--- config.mk ---
export PLATFORM = sky130hd
export DESIGN_NAME = greedy_line_breaker
export DESIGN_NICKNAME = d
export VERILOG_FILES = /design/src/rtl/glb_pkg.sv /design/src/rtl/glb_step.sv /design/src/rtl/glb_out_reg.sv /design/src/rtl/greedy_line_breaker.sv
export SDC_FILE = /design/constraint.sdc
export NUM_CORES = 1
export LEC_CHECK = 0
export BUFFER_PORTS_ARGS = -buffer_cell sky130_fd_sc_hd__buf_4
export CAP_MARGIN = 10
export CORE_ASPECT_RATIO = 0.8
export CORE_MARGIN = 2
export CORE_UTILIZATION = 40
export CTS_CLUSTER_DIAMETER = 30
export CTS_CLUSTER_SIZE = 24
export DETAILED_ROUTE_END_ITERATION = 10
export MAX_ROUTING_LAYER = met4
export PLACE_DENSITY = 0.53
export SLEW_MARGIN = 10
export SYNTH_ARGS = -nofsm -noshare
export SYNTH_HDL_FRONTEND = slang
export SYNTH_SLANG_ARGS = --single-unit
--- constraint.sdc ---
create_clock -name clk_i -period 18.2 [get_ports clk_i]
set_input_delay 0.91 -clock clk_i [delete_from_list [all_inputs] [get_ports clk_i]]
set_output_delay 0.91 -clock clk_i [all_outputs]
set_load 0.1 [all_outputs]
--- src/rtl/glb_pkg.sv ---
package glb_pkg;

  typedef enum logic [1:0] {
    KIND_GLYPH   = 2'd0,
    KIND_SPACE   = 2'd1,
    KIND_NEWLINE = 2'd2,
    KIND_END     = 2'd3
  } char_kind_e;

  localparam int unsigned OUT_POS_BITS = 24;
  localparam int unsigned ROW_W_BITS   = 13;
  localparam int unsigned GLYPH_BITS   = 10;
  localparam int unsigned ACC_BITS     = 16;

  localparam logic [ROW_W_BITS-1:0] ROW_WIDTH_RESET = 13'd640;
  localparam logic [ACC_BITS-1:0]   WIDTH_MAX       = 16'hFFFF;

  typedef struct packed {
    logic [OUT_POS_BITS-1:0] row_begin;
    logic [OUT_POS_BITS-1:0] row_end;
    logic                    final_row;
  } row_t;

  // width accumulate, saturating at the top of the accumulator
  function automatic logic [ACC_BITS-1:0] sat_add(
    input logic [ACC_BITS-1:0]   a,
    input logic [GLYPH_BITS-1:0] b
  );
    logic [ACC_BITS:0] s;
    s = {1'b0, a} + (ACC_BITS + 1)'(b);
    return s[ACC_BITS] ? WIDTH_MAX : s[ACC_BITS-1:0];
  endfunction

endpackage

--- src/rtl/glb_step.sv ---
module glb_step #(
  parameter int unsigned POSITION_BITS = 24
) (
  input  logic [1:0]                        kind_i,
  input  logic [glb_pkg::GLYPH_BITS-1:0]    gw_i,
  input  logic [glb_pkg::ROW_W_BITS-1:0]    row_width_i,
  input  logic [POSITION_BITS-1:0]          pos_i,
  input  logic [POSITION_BITS-1:0]          start_i,
  input  logic [POSITION_BITS-1:0]          brk_i,
  input  logic [glb_pkg::ACC_BITS-1:0]      rw_i,
  input  logic [glb_pkg::ACC_BITS-1:0]      wtb_i,
  output logic [POSITION_BITS-1:0]          pos_o,
  output logic [POSITION_BITS-1:0]          start_o,
  output logic [POSITION_BITS-1:0]          brk_o,
  output logic [glb_pkg::ACC_BITS-1:0]      rw_o,
  output logic [glb_pkg::ACC_BITS-1:0]      wtb_o,
  output logic                              emit_o,
  output glb_pkg::row_t                     row_o
);
  import glb_pkg::*;

  logic [POSITION_BITS-1:0] next_pos;
  logic [POSITION_BITS-1:0] brk_next;
  logic [ACC_BITS-1:0]      total;
  logic [ACC_BITS-1:0]      tail;
  logic                     overflow;

  assign next_pos = pos_i + POSITION_BITS'(1);
  assign brk_next = brk_i + POSITION_BITS'(1);
  assign total    = sat_add(rw_i, gw_i);
  assign overflow = total > ACC_BITS'(row_width_i);
  assign tail     = (rw_i >= wtb_i) ? (rw_i - wtb_i) : '0;

  always_comb begin
    pos_o   = next_pos;
    start_o = start_i;
    brk_o   = brk_i;
    rw_o    = rw_i;
    wtb_o   = wtb_i;
    emit_o  = 1'b0;
    row_o.row_begin = OUT_POS_BITS'(start_i);
    row_o.row_end   = OUT_POS_BITS'(pos_i);
    row_o.final_row = 1'b0;

    case (char_kind_e'(kind_i))
      KIND_END: begin
        emit_o          = 1'b1;
        row_o.final_row = 1'b1;
        pos_o   = '0;
        start_o = '0;
        brk_o   = '0;
        rw_o    = '0;
        wtb_o   = '0;
      end
      KIND_NEWLINE: begin
        emit_o  = 1'b1;
        start_o = next_pos;
        brk_o   = next_pos;
        rw_o    = '0;
        wtb_o   = '0;
      end
      KIND_SPACE: begin
        if (start_i == pos_i) begin
          // leading space, skipped
          start_o = next_pos;
          brk_o   = next_pos;
          rw_o    = '0;
          wtb_o   = '0;
        end else begin
          brk_o = pos_i;
          rw_o  = total;
          wtb_o = total;
        end
      end
      KIND_GLYPH: begin
        if (overflow) begin
          emit_o = 1'b1;
          wtb_o  = '0;
          if (start_i == brk_i) begin
            // no space in row: cut after this glyph
            row_o.row_end = OUT_POS_BITS'(next_pos);
            start_o = next_pos;
            brk_o   = next_pos;
            rw_o    = '0;
          end else begin
            row_o.row_end = OUT_POS_BITS'(brk_i);
            start_o = brk_next;
            brk_o   = brk_next;
            rw_o    = sat_add(tail, gw_i);
          end
        end else begin
          rw_o = total;
        end
      end
      default: begin
        pos_o = next_pos;
      end
    endcase
  end

endmodule

--- src/rtl/glb_out_reg.sv ---
module glb_out_reg (
  input  logic          clk_i,
  input  logic          rst_ni,
  input  logic          push_i,
  input  glb_pkg::row_t row_i,
  output logic          free_o,
  output logic          out_valid_o,
  input  logic          out_stall_i,
  output glb_pkg::row_t row_o
);
  import glb_pkg::*;

  logic valid_q;
  row_t row_q;

  assign free_o      = !valid_q || !out_stall_i;
  assign out_valid_o = valid_q;
  assign row_o       = row_q;

  always_ff @(posedge clk_i or negedge rst_ni) begin
    if (!rst_ni) begin
      valid_q <= 1'b0;
    end else if (free_o) begin
      valid_q <= push_i;
    end
  end

  always_ff @(posedge clk_i) begin
    if (free_o && push_i) begin
      row_q <= row_i;
    end
  end

endmodule

--- src/rtl/greedy_line_breaker.sv ---
// a request passes the input register, the combinational row step, the result register
// throughput: one character per cycle while in_stall_o is low
// an output stall holds a character in the input register only if it closes a row
// reset: asynchronous active low, clears position, row start, break point, both
// width accumulators and both valid flags, and loads row width with 640
module greedy_line_breaker #(
  parameter int unsigned POSITION_BITS = 24
) (
  input  logic                              clk_i,
  input  logic                              rst_ni,
  // configuration, written while idle
  input  logic                              cfg_we_i,
  input  logic [glb_pkg::ROW_W_BITS-1:0]    cfg_wdata_i,
  // character requests
  input  logic                              in_valid_i,
  output logic                              in_stall_o,
  input  logic [1:0]                        char_kind_i,
  input  logic [glb_pkg::GLYPH_BITS-1:0]    glyph_width_i,
  // row requests
  output logic                              out_valid_o,
  input  logic                              out_stall_i,
  output logic [glb_pkg::OUT_POS_BITS-1:0]  row_begin_o,
  output logic [glb_pkg::OUT_POS_BITS-1:0]  row_end_o,
  output logic                              final_row_o
);
  import glb_pkg::*;

  // configured row width
  logic [ROW_W_BITS-1:0] row_width_q;

  // input register
  logic                  in_valid_q;
  logic [1:0]            kind_q;
  logic [GLYPH_BITS-1:0] gw_q;

  // row state
  logic [POSITION_BITS-1:0] pos_q, pos_d;
  logic [POSITION_BITS-1:0] start_q, start_d;
  logic [POSITION_BITS-1:0] brk_q, brk_d;
  logic [ACC_BITS-1:0]      rw_q, rw_d;
  logic [ACC_BITS-1:0]      wtb_q, wtb_d;

  logic emit;
  logic out_free;
  logic step_go;
  logic in_take;
  row_t row_step;
  row_t row_out;

  // a character retires unless it closes a row and the output slot is held
  assign step_go    = in_valid_q && (!emit || out_free);
  assign in_stall_o = in_valid_q && !step_go;
  assign in_take    = in_valid_i && !in_stall_o;

  always_ff @(posedge clk_i or negedge rst_ni) begin
    if (!rst_ni) begin
      row_width_q <= ROW_WIDTH_RESET;
    end else if (cfg_we_i) begin
      row_width_q <= cfg_wdata_i;
    end
  end

  always_ff @(posedge clk_i or negedge rst_ni) begin
    if (!rst_ni) begin
      in_valid_q <= 1'b0;
    end else if (!in_stall_o) begin
      in_valid_q <= in_valid_i;
    end
  end

  always_ff @(posedge clk_i) begin
    if (in_take) begin
      kind_q <= char_kind_i;
      gw_q   <= glyph_width_i;
    end
  end

  // combinational row step
  glb_step #(
    .POSITION_BITS (POSITION_BITS)
  ) u_step (
    .kind_i      (kind_q),
    .gw_i        (gw_q),
    .row_width_i (row_width_q),
    .pos_i       (pos_q),
    .start_i     (start_q),
    .brk_i       (brk_q),
    .rw_i        (rw_q),
    .wtb_i       (wtb_q),
    .pos_o       (pos_d),
    .start_o     (start_d),
    .brk_o       (brk_d),
    .rw_o        (rw_d),
    .wtb_o       (wtb_d),
    .emit_o      (emit),
    .row_o       (row_step)
  );

  always_ff @(posedge clk_i or negedge rst_ni) begin
    if (!rst_ni) begin
      pos_q   <= '0;
      start_q <= '0;
      brk_q   <= '0;
      rw_q    <= '0;
      wtb_q   <= '0;
    end else if (step_go) begin
      pos_q   <= pos_d;
      start_q <= start_d;
      brk_q   <= brk_d;
      rw_q    <= rw_d;
      wtb_q   <= wtb_d;
    end
  end

  // result register, decouples the output stall from the step
  glb_out_reg u_out (
    .clk_i       (clk_i),
    .rst_ni      (rst_ni),
    .push_i      (step_go && emit),
    .row_i       (row_step),
    .free_o      (out_free),
    .out_valid_o (out_valid_o),
    .out_stall_i (out_stall_i),
    .row_o       (row_out)
  );

  assign row_begin_o = row_out.row_begin;
  assign row_end_o   = row_out.row_end;
  assign final_row_o = row_out.final_row;

endmodule

After elaboration in Yosys (flattened, before gate mapping)
Index checks and enable logic that the tools add are counted.
W data, S select, Z words.
{"block": "op_classes", "addsub": 5, "n_lt_le_gt_ge": 2, "eq_ne": 7, "muxes": 22, "n_reduce_logical": 16}
{"op": "$mux W24", "count": 8}
{"op": "$pmux W24 S4", "count": 2}
{"op": "$mux W16", "count": 7}
{"op": "$pmux W16 S3", "count": 2}
{"op": "$add A24 B1 Y24 const B", "count": 2}
{"op": "$eq A24 B24 Y1", "count": 2}
{"op": "$add A16 B10 Y17", "count": 2}
{"op": "$ge A16 B16 Y1", "count": 1}
{"op": "$gt A16 B13 Y1", "count": 1}
{"op": "$sub A16 B16 Y16", "count": 1}
{"op": "$logic_and A1 B1 Y1", "count": 5}
{"op": "$logic_not A1 Y1", "count": 5}
{"op": "$eq A2 B2 Y1 const B", "count": 2}
{"op": "$ne A2 B1 Y1 const B", "count": 2}
{"op": "$reduce_and A3 Y1", "count": 1}
{"op": "$eq A2 B1 Y1 const B", "count": 1}
{"op": "$logic_not A2 Y1", "count": 1}
{"op": "$logic_or A1 B1 Y1", "count": 2}
{"op": "$mux W1", "count": 2}
{"op": "$pmux W1 S2", "count": 1}
{"op": "$reduce_and A2 Y1", "count": 1}
{"op": "$reduce_or A2 Y1", "count": 1}
{"block": "totals", "ff_bits": 180, "output_inout_bits": 51, "elab_cells": 65}

Longest topological paths before layout
{"block": "logic_depth", "depth_word": 12, "mapped_depth": 22, "depth_no_buf": 20}

Hierarchy
A second synthesis with hierarchy kept.
{"block": "hier_totals", "hier_cells": 1484, "hier_area_um2": 13686.9}
{"mod": "glb_step", "n_inst": 1, "cells_per_inst": 1164, "area_each_um2": 7378.3}
{"mod": "greedy_line_breaker", "n_inst": 1, "cells_per_inst": 267, "area_each_um2": 4789.6}
{"mod": "glb_out_reg", "n_inst": 1, "cells_per_inst": 53, "area_each_um2": 1519.0}

Worst setup path before layout
Ideal clock, no wire load.
{"block": "synth_path", "kind": "register -> register", "startpoint": "register gw_q[0]", "endpoint": "register u_out.row_q, in the netlist u_out.row_o[0] (enable)", "setup_time_ps": 526, "arrival_ps": 7684, "slack_ps": 9989, "stages_incl_launch_ff": 21, "path_buffers": 3, "cell_sequence": "edfxtp_1 -> ha_1 -> fa_1 -> a211oi_2 -> o21bai_1 -> a211oi_4 -> nor2_1 -> nand2_1 -> clkbuf_1 -> nand2b_1 -> ha_1 -> nor2b_1 -> o211ai_1 -> a211oi_1 -> o31ai_1 -> o2111ai_4 -> nand2_1 -> a31oi_1 -> buf_2 -> buf_2 -> nor3b_1"}
{"block": "synth_via", "elab_chain_len": 10}
{"item": "start, declared", "line_no": "greedy_line_breaker.sv:34", "text": "logic [GLYPH_BITS-1:0] gw_q;"}
{"item": "start signal, assigned", "line_no": "greedy_line_breaker.sv:74", "text": "gw_q <= glyph_width_i;"}
{"item": "$add A16 B10 Y17 *", "line_no": "glb_pkg.sv:30", "text": "s = {1'b0, a} + (ACC_BITS + 1)'(b);"}
{"item": "$mux W16 *", "line_no": "glb_pkg.sv:31", "text": "return s[ACC_BITS] ? WIDTH_MAX : s[ACC_BITS-1:0];"}
{"item": "$gt A16 B13 Y1 *", "line_no": "glb_step.sv:31", "text": "assign overflow = total > ACC_BITS'(row_width_i);"}
{"item": "$mux W1 *", "line_no": "glb_step.sv:76", "text": "if (overflow) begin"}
{"item": "$pmux W1 S2 *", "line_no": "glb_step.sv:45", "text": "case (char_kind_e'(kind_i))"}
{"item": "$logic_not A1 Y1", "line_no": "greedy_line_breaker.sv:51", "text": "assign step_go = in_valid_q && (!emit || out_free);"}
{"item": "$logic_or A1 B1 Y1", "line_no": "greedy_line_breaker.sv:51"}
{"item": "$logic_and A1 B1 Y1", "line_no": "greedy_line_breaker.sv:51"}
{"item": "$logic_and A1 B1 Y1 *", "line_no": "greedy_line_breaker.sv:119", "text": ".push_i (step_go && emit),"}
{"item": "$logic_and A1 B1 Y1 *", "line_no": "glb_out_reg.sv:29", "text": "if (free_o && push_i) begin"}
{"item": "end signal, assigned", "line_no": "glb_out_reg.sv:30", "text": "row_q <= row_i;"}
{"item": "end, declared", "line_no": "glb_out_reg.sv:14", "text": "row_t row_q;"}
Mark *: on every way between the ends. The rest lies on a longest branch, timed or not.
A chain may end at the register's enable or synchronous reset.

Worst setup path after layout
{"block": "layout_path", "startpoint": "register gw_q[0]", "endpoint": "output in_stall_o"}
{"block": "layout_via", "elab_chain_len": 10}
{"item": "$add A16 B10 Y17", "line_no": "glb_pkg.sv:30"}
{"item": "$mux W16", "line_no": "glb_pkg.sv:31"}
{"item": "$gt A16 B13 Y1", "line_no": "glb_step.sv:31"}
{"item": "$mux W1", "line_no": "glb_step.sv:76"}
{"item": "$pmux W1 S2", "line_no": "glb_step.sv:45"}
{"item": "$logic_not A1 Y1", "line_no": "greedy_line_breaker.sv:51"}
{"item": "$logic_or A1 B1 Y1", "line_no": "greedy_line_breaker.sv:51"}
{"item": "$logic_and A1 B1 Y1", "line_no": "greedy_line_breaker.sv:51"}
{"item": "$logic_not A1 Y1", "line_no": "greedy_line_breaker.sv:52", "text": "assign in_stall_o = in_valid_q && !step_go;"}
{"item": "$logic_and A1 B1 Y1", "line_no": "greedy_line_breaker.sv:52"}
{"item": "end, declared", "line_no": "greedy_line_breaker.sv:16", "text": "output logic in_stall_o,"}
Every way passes these cells.

==> results.ini <==
[timing]
relSlewSlack_pct = 21.3
finalMaxSlewViolations = 0
clock_skew_ns = 0.0157
setup_violations = 0
period_needed_ns = 6.85
finalHoldViolCount = 0
fin_crit_sh_pct = 37.7
fin_ws_ns = 11.35
fmax_ghz = 0.146
rsz0062_at_grt = no
tightest_slew_ns = 1.18
setup_tns_ns = 0

[synth]
ys_ff_latch = 180
yosys-top-cells-area = dfrtp_1 24%, edfxtp_1 15%, nand2_1 6.4%, ha_1 5.8%, xnor2_1 5.4%
synth_seq_area_share_pct = 39.7
ys_warn_count = 0
synth_area_per_cell_um2 = 8.88
ys.flop_type = dfrtp_1
synth_area_um2 = 12100
yosys.area.top_type_share_pct = 24.1
synthArstFlopShare_pct = 66.1
netlist_instances = 1366
synth-edff-count = 61
yosys.area.top_type = dfrtp_1
ys_types = 78
synthesis.nets = 1455

[cells_and_area]
fin_area_um2 = 13500
syn_to_final_growth_pct = 11.4
drive_gt1_share_pct = 10.8
n_fill_cell = 2973
final_common_cell = nand2_1
num_antenna_cells = 0
ff_latch_area_um2 = 4810
nNetsFinal = 1468
mostFrequentLayoutCells = 207 x nand2_1, 117 x dfrtp_1, 110 x o21ai_0
multi_input_area_um2 = 6720

[worst_setup_path]
max_stage_delay_ns = 0.59
crit_chain = ha_1, fa_1, a211oi_2, o21bai_1, a211oi_4, nor2_1, nand2_1, o21ai_0, ha_1, a21oi_1, a211oi_1, o31ai_1, o2111ai_4, nand2_1, nand2_1, nand3_1, inv_1, buf_4
critPathRequiredTime_ns = 17.29
cp-end-kind = output pin
worstPathMaxFanout = 19
crit_arrival_ns = 5.94
slowest_stage = o31ai_1
crit_top_cell = nand2_1
worst_setup_path_start_kind = register
critical_path_class = reg2out

[flow_run]
drv_cap = 0

[global_routing]
grt_antenna_before_repair = 0
grt_pass1_wl_um = 58300
grt_max_degree = 67
grt-ovfl-total = 0
grt_pass1_vias = 9677
grt.total_usage_pct = 24.8

[die]
core-area_um2 = 30100
dieArea_um2 = 31800
chipHeight_um = 160
io_pins = 81
num_rows = 57
start_util_pct = 40.3
fp.dieW_um = 199

[detailed_routing]
drt-initial-drc-count = 976
routed-via-count = 10400
drcViolationCount = 0
ant_nets = 0
wl_per_cell_um = 20.6
dr.pass1.iters = 6
via_per_inst = 5.74
routed_wl_um = 37300

[clocking]
path_clk_slew_ns = 0.08
h-tree-depth = 4
ctsResizeCount = 0
clk_latency_ns = 0.45
cts_sinks = 180
cts_tree = done
clock_tree.root_cell = clkbuf_16
postCtsHoldBufs = 0
cts_made_buffers = 17
postCtsSetupBuffers = 0
clk_path_buf_depth = 2

[min_path]
min_path_type = reg2reg

[placed_design]
gp_congestion = 0.887
dp_slack_ns = 11.92
numPortBuffers = 80
placed_cell_area_um2 = 12900
dp.final_hpwl_um = 26600

[outcome]
status = complete, no violations

[cells by family (layout without fill, tap and decap cells)]
| logic type | count (synthesis) | after routing | synth area share (%) |
|---|---|---|---|
| and+or+nand+nor | 463 | 463 | 17.7 |
| adders and majority gates | 59 | 59 | 6.27 |
| AOI/OAI and AO/OA | 375 | 375 | 20.7 |
| DFF | 180 | 180 | 39.7 |
| buffers and inverters | 147 | 173 | 5.23 |
| muxes | 17 | 17 | 1.45 |
| xor gates and xnor gates | 125 | 125 | 9.02 |
[stage by stage]
stage               cells  utilization, %  hold slack, ns
global route         1805            44.9           0.502
CTS                  1805            44.9           0.484
detailed placement   1773            42.9           0.468
global placement     1773            42.9           0.462
finish               1805            44.9           0.482
floorplan            1366               -           0.449
[state kept, by name (all words and copies together), names as in the netlist]
name               cells
kind_q                 2
pos_q                 24
wtb_q                 16
in_valid_q             1
rw_q                  16
u_out.row_o           49
start_q               24
row_width_q           13
u_out.out_valid_o      1
brk_q                 24
gw_q                  10
[worst paths after layout]
check	start	to	slack, ns	depth (start not counted)
worst max-delay path	gw_q[0]	in_stall_o	11.35	18
worst min-delay path	wtb_q[14]	wtb_q[14]	0.48	1
worst max register to register	gw_q[0]	gw_q[1]	12.05	17
worst min register to register	wtb_q[14]	wtb_q[14]	0.48	1
max in group asynchronous	rst_ni	brk_q[7]	16.33	2
min in group asynchronous	rst_ni	rw_q[1]	0.58	1
[cell type report]
| cell class | count | share of cell area, % |
|---|---|---|
| multi-input cells | 1039 | 49.7 |
| flip-flops and latches | 180 | 35.6 |
| repair buffers | 92 | 5.11 |
| well taps | 413 | 3.82 |
| clock buffers | 18 | 3.18 |
| inverters | 49 | 1.36 |
| clock inverters | 14 | 1.19 |
[synth_stat cells, drive strengths merged (5+ instances only)]
library cell,instances
nand4,23
a31oi,5
clkbuf,60
nor2,89
o21ai,113
and2,8
nor3,16
o21a,5
nand2,207
o211ai,20
mux2i,12
buf,38
nor2b,5
or3,9
or2,6
xor2,50
a21oi,68
and3,18
a22o,11
xnor2,75
nor4,10
o31ai,50
nand2b,18
edfxtp,61
o21bai,5
a211oi,19
nand3,45
mux2,5
ha,56
a221oi,15
inv,49
a21o,28
dfrtp,117
[worst max-delay path: cells and delay by family (launching register included)]
kind                       cells  cell delay, ns
adders and majority gates      3            1.07
DFF                            1            0.41
AOI/OAI and AO/OA              8            2.34
buffers and inverters          2            0.29
and+or+nand+nor                5            1.35
[routing by layer]
metal	track usage [%]	wire [um]
met5	-	0
met4	4.92	392
met3	4.46	2580
met2	33.1	15300
met1	38.7	18900
Power is not shown: default switching activity piles up to over one toggle a cycle in this logic, so the estimate is an artifact.
